<file path="config.mk">
export PLATFORM = sky130hd
export DESIGN_NAME = pipt_front
export DESIGN_NICKNAME = d
export VERILOG_FILES = /design/src/hw/rtl/pipt_pkg.sv /design/src/hw/rtl/pipt_front.sv
export SDC_FILE = /design/constraint.sdc
export NUM_CORES = 1
export LEC_CHECK = 0
export BUFFER_PORTS_ARGS = -buffer_cell sky130_fd_sc_hd__buf_2
export CAP_MARGIN = 10
export CORE_AREA = 2 2 160 162
export DETAILED_ROUTE_END_ITERATION = 16
export DIE_AREA = 0 0 162 164
export GPL_TIMING_DRIVEN = 1
export SLEW_MARGIN = 20
export SYNTH_ARGS = -nofsm -noshare
export SYNTH_HDL_FRONTEND = slang
export SYNTH_SLANG_ARGS = --single-unit
</file>
<file path="constraint.sdc">
create_clock -name clk_i -period 3.29 [get_ports clk_i]
set_clock_uncertainty 0.15 [all_clocks]
set_input_delay 0.1645 -clock clk_i [delete_from_list [all_inputs] [get_ports clk_i]]
set_output_delay 0.1645 -clock clk_i [all_outputs]
set_load 0.05 [all_outputs]
</file>
<file path="src/hw/rtl/pipt_pkg.sv">
// ----------------------------------------------------------------------------
// pipt_pkg
// Shared types and constants for the point-in-polygon test core.
// ----------------------------------------------------------------------------
package pipt_pkg;

  localparam int unsigned LatW     = 31;
  localparam int unsigned LngW     = 32;
  localparam int unsigned CmdDepth = 4;

  typedef enum logic [0:0] {
    OP_LOAD  = 1'b0,
    OP_QUERY = 1'b1
  } op_e;

  typedef logic signed [LatW-1:0] lat_t;
  typedef logic signed [LngW-1:0] lng_t;

  typedef struct packed {
    op_e  op;
    logic restart;
    lat_t lat;
    lng_t lng;
  } cmd_t;

endpackage

</file>
<file path="src/hw/rtl/pipt_front.sv">
// ----------------------------------------------------------------------------
// pipt_front
// Request intake: decodes each request into a command and queues it for the
// back end.
// ----------------------------------------------------------------------------
module pipt_front (
  input  logic           clk_i,
  input  logic           rst_ni,
  input  logic           push_i,
  output logic           full_o,
  input  logic           req_type_i,
  input  logic           restart_i,
  input  pipt_pkg::lat_t coord_lat_i,
  input  pipt_pkg::lng_t coord_lng_i,
  output logic           cmd_valid_o,
  output pipt_pkg::cmd_t cmd_o,
  input  logic           cmd_ready_i
);
  import pipt_pkg::*;

  localparam int unsigned PtrW = $clog2(CmdDepth);

  cmd_t            fifo_q [CmdDepth];
  cmd_t            in_cmd;
  logic [PtrW-1:0] wr_ptr_q, wr_ptr_d;
  logic [PtrW-1:0] rd_ptr_q, rd_ptr_d;
  logic [PtrW:0]   cnt_q, cnt_d;
  logic            wr_en, rd_en;

  always_comb begin
    in_cmd.op      = req_type_i ? OP_QUERY : OP_LOAD;
    // restart only means something on a load
    in_cmd.restart = restart_i & ~req_type_i;
    in_cmd.lat     = coord_lat_i;
    in_cmd.lng     = coord_lng_i;
  end

  assign full_o      = (cnt_q == (PtrW+1)'(CmdDepth));
  assign cmd_valid_o = (cnt_q != '0);
  assign cmd_o       = fifo_q[rd_ptr_q];
  assign wr_en       = push_i & ~full_o;
  assign rd_en       = cmd_valid_o & cmd_ready_i;

  always_comb begin
    wr_ptr_d = wr_ptr_q;
    rd_ptr_d = rd_ptr_q;
    cnt_d    = cnt_q;
    if (wr_en) begin
      wr_ptr_d = wr_ptr_q + PtrW'(1);
    end
    if (rd_en) begin
      rd_ptr_d = rd_ptr_q + PtrW'(1);
    end
    unique case ({wr_en, rd_en})
      2'b10:   cnt_d = cnt_q + (PtrW+1)'(1);
      2'b01:   cnt_d = cnt_q - (PtrW+1)'(1);
      default: cnt_d = cnt_q;
    endcase
  end

  always_ff @(posedge clk_i or negedge rst_ni) begin
    if (!rst_ni) begin
      wr_ptr_q <= '0;
      rd_ptr_q <= '0;
      cnt_q    <= '0;
    end else begin
      wr_ptr_q <= wr_ptr_d;
      rd_ptr_q <= rd_ptr_d;
      cnt_q    <= cnt_d;
    end
  end

  always_ff @(posedge clk_i) begin
    if (wr_en) begin
      fifo_q[wr_ptr_q] <= in_cmd;
    end
  end

endmodule

</file>
After elaboration in Yosys (flattened, before gate mapping)
Memories as Yosys holds them, arrays and structs flattened.
Index checks and enable logic that the tools add are counted.
Widths: inputs -> output; s select.

word-level totals
  register bits after elaboration = 7
  memory bits (writable) = 260
  input port bits = 69
  output and inout port bits = 67
  logic and storage cells = 22
  memories kept = 1

memory list
  name    words  bits a word  read ports  clocked after Yosys merged registers in  wr ports  RTL line          source
  fifo_q  4      65           1           0                                        1         pipt_front.sv:23  cmd_t fifo_q [CmdDepth];

operators by class
  add/subtract/negate cells = 4
  equality and inequality tests = 3
  mux-type cells = 4
  bitwise gates (word level) = 5
  reduce and logical (&&, ||, !) cells = 2

operators by type and width
  operator             count
  $pmux 3 s2           1
  $add 2x1->2 const B  2
  $add 3x1->3 const B  1
  $and 1x1->1          3
  $eq 3x3->1 const B   1
  $mux 1               3
  $reduce_bool 3->1    1
  $sub 3x1->3 const B  1
  $eq 2x1->1 const B   1
  $eq 2x2->1 const B   1
  $not 1->1            2
  $reduce_bool 2->1    1

Longest topological paths before layout
  depth after elaboration = 5
  mapped depth = 9
  depth with buffers taken out = 9

Least setup slack after synthesis
No wires, ideal clock.

  path kind = reg-to-reg
  start = register cnt_q[0]
  end = memory fifo_q[0][0] in the netlist's numbering (enable)
  library setup time = 551 ps
  data arrival time = 2895 ps
  data required time = 2589 ps
  slack = -307 ps
  cell stages (with the launch flop) = 4
  path buffers = 0
  clock period less this slack = 3597 ps
  path through = dfrtp_1 -> nor3b_1 -> nor2b_1 -> and2_1

on the way
  longest elaborated chain between the ends = 5

RTL lines
  item                          RTL line          source
  start: declaration            pipt_front.sv:27  logic [PtrW:0] cnt_q, cnt_d;
  start signal: assignment      pipt_front.sv:69  cnt_q <= cnt_d;
  $eq 3x3->1                    pipt_front.sv:38  assign full_o = (cnt_q == (PtrW+1)'(CmdDepth));
  via full_o                    pipt_front.sv:10  output logic full_o,
  $not 1->1                     pipt_front.sv:41  assign wr_en = push_i & ~full_o;
  $and 1x1->1                   pipt_front.sv:41
  $mux 1                        pipt_front.sv:74  if (wr_en) begin
  $mux 1 (not written as such)  pipt_front.sv:75  fifo_q[wr_ptr_q] <= in_cmd;
  end: declaration              pipt_front.sv:23

The timed path passes the listed nets, and every way through them passes these cells.

==> results_dict.tcl <==
set metrics [dict create \
    grt_pass1_vias 5071 \
    crit_slowest_cell "mux4_2" \
    power_per_cell_area_nw_per_um2 1020 \
    grt_max_degree 41 \
    cts_buffers 28 \
    clk_pin_slew_worst_paths_ns 0.06 \
    final_common_cell "edfxtp_1" \
    p_leak_nw 4.41 \
    final_util_pct 51.0 \
    setup_viol 0 \
    place.gp.congestion 0.677 \
    whs_endpoint "fifo_q[0][32]" \
    fp-row-count 58 \
    dp_hpwl_microns 11600 \
    nets 686 \
    fin_crit_ns 2.57 \
    synth_nets 453 \
    antenna_found_initial 0 \
    status "finished, final reports clean" \
    worst_pin_slew_ns 0.546 \
    setup_ws_ns 0.716 \
    cts_tree "yes" \
    place_ws_ns 0.828 \
    synthCells 378 \
    multi_input_comb_area_sq_um 1700 \
    die_y_microns 164 \
    synth_cell_types 22 \
    grt_pass1_wl_microns 28600 \
    nFillCells 2028 \
    syn_area_per_cell_sq_um 26.0 \
    p_total_mw 12.9 \
    ys_seq_area_share_pct 81.1 \
    slew_viol_final 0 \
    hold_class "primary input to flip-flop" \
    worstPathArrival_ns 2.26 \
    path_class "flip-flop to primary output" \
    drtPass1Iterations 4 \
    seqCellArea_sq_um 7990 \
    die_w_microns 162 \
    cp-start-kind "flip-flop" \
    place_inst 842 \
    r2r_slack_ns 0.87 \
    cts_root_buf "clkbuf_16" \
    grtUsageTotal_pct 14.1 \
    cp_max_fo 27 \
    drt-initial-drc-count 278 \
    io_buffers 135 \
    max-cap-violations 0 \
    dpl_cell_area_sq_um 11000 \
    holdWs_ns 0.249 \
    yosys_warnings 0 \
    routed_wl_microns 18900 \
    relSlewSlack_pct 63.6 \
    worst-r2r-cell-count 4 \
    io_pins 136 \
    reg2reg_to "fifo_q[1][45]" \
    drive_gt1_share_pct 42.1 \
    syn2layout_area_growth_pct 28.6 \
    cts_sinks 267 \
    hold_viol_final 0 \
    rsz0062_at_grt "no" \
    crit_required_ns 2.98 \
    core_region_area_sq_um 24800 \
    grt_overflow 0 \
    crit_chain "buf_4, mux4_2, buf_2" \
    holdPathStages 2 \
    htree_num_levels 1 \
    ys_ff_latch 267 \
    hold_path_startpoint "coord_lat_i[0]" \
    vias_per_cell 4.84 \
    initial_utilization_pct 39.6 \
    worstReg2RegStart "cnt_q[2]" \
    ant_nets 0 \
    max_stage_delay_ns 0.61 \
    tns_ns 0 \
    design_area_sq_um 12700 \
    syn-cell-area_sq_um 9840 \
    route.detailed.drc 0 \
    num_vias 4660 \
    cts_setup_buffers 0 \
    worst_setup_path_end_kind "primary output" \
    diodes 0 \
    routedWlPerCell_microns 19.6 \
    instances_no_fill 962 \
    min_period_over_period_pct 78.2 \
    fmax_mhz 389 \
    insertion_delay_ns 0.53 \
    clockBufferDepth 3 \
    ir_drop_mv 0.644 \
    die-area_sq_um 26600 \
    final_cell_mix "edfxtp_1, buf_2, dlygate4sd3_1" \
]
flip-flops by register name, indices dropped and copies added (netlist names):
register,count
cnt_q,3
fifo_q,260
rd_ptr_q,2
wr_ptr_q,2
per-layer routing:
layer	global-route usage [%]	vias up	wire, microns
met3	3.79	23	1270
met4	2.78	0	226
met2	24.2	129	9500
met1	18.4	2431	7860
met5	0	-	0
li1	-	2077	-
worst max-delay path by stage:
stage                            from            end  slack, ns  cells after the start
after floorplan              cnt_q[2]   fifo_q[2][0]       0.15                      3
after global placement       cnt_q[2]  fifo_q[1][30]       0.91                      4
after detailed placement     cnt_q[2]   fifo_q[1][3]       0.83                      4
after CTS                 rd_ptr_q[0]      cmd_o[24]       0.64                      3
after global routing      rd_ptr_q[0]      cmd_o[14]       0.57                      3
final                     rd_ptr_q[0]       cmd_o[8]       0.72                      3
kinds of logic (layout without fill, tap and decap cells):
group / count (synthesis) / in the layout / synth area share [%]
xor+xnor: 6 / 6 / 0.534
compound gates: 1 / 1 / 0.0890
flops: 267 / 267 / 81.1
mux: 67 / 67 / 15.1
fa+ha+maj: 6 / 6 / 0.839
buf+inv: 21 / 275 / 1.72
simple gates: 10 / 10 / 0.598
synth_stat cells:
master | instances | area share, %
xor2_1 | 3 | 0.27
buf_4 | 3 | 0.23
buf_6 | 1 | 0.11
nor3b_1 | 1 | 0.076
inv_1 | 6 | 0.23
fa_1 | 1 | 0.20
dfrtp_1 | 7 | 1.8
or3_1 | 1 | 0.064
mux2_2 | 1 | 0.11
nor2_1 | 1 | 0.038
clkbuf_1 | 2 | 0.076
and2_1 | 4 | 0.25
mux4_2 | 65 | 15
mux2i_1 | 1 | 0.10
nand2_1 | 1 | 0.038
buf_2 | 5 | 0.25
nor2b_1 | 2 | 0.13
buf_12 | 4 | 0.81
edfxtp_1 | 260 | 79
ha_1 | 5 | 0.64
o31a_1 | 1 | 0.089
xnor2_1 | 3 | 0.27
repair_timing:
item	4_1_cts	5_1_grt
hold buffers	69	0
resized for setup	0	0
endpoints found under the hold margin	270	0
critical path: cells and delay by family, from the launching register on:
family / cells / cell delay, ns
mux: 1 / 0.61
flops: 1 / 0.42
buf+inv: 2 / 0.71
layout make-up:
type                       instances  area share (%)
sequential                       267            63.1
multi-input combinational         90            13.5
timing repair buffer             218            12.0
clock buffer                      36            6.18
tap                              330            3.26
clock inverter                    15            1.75
inverter                           6           0.178
report_power, final:
group          switching, mW  internal [mW]
combinational           3.30           1.50
sequential             0.256           4.50
clock                   1.21           2.14
(Power assumes the default switching activity.)
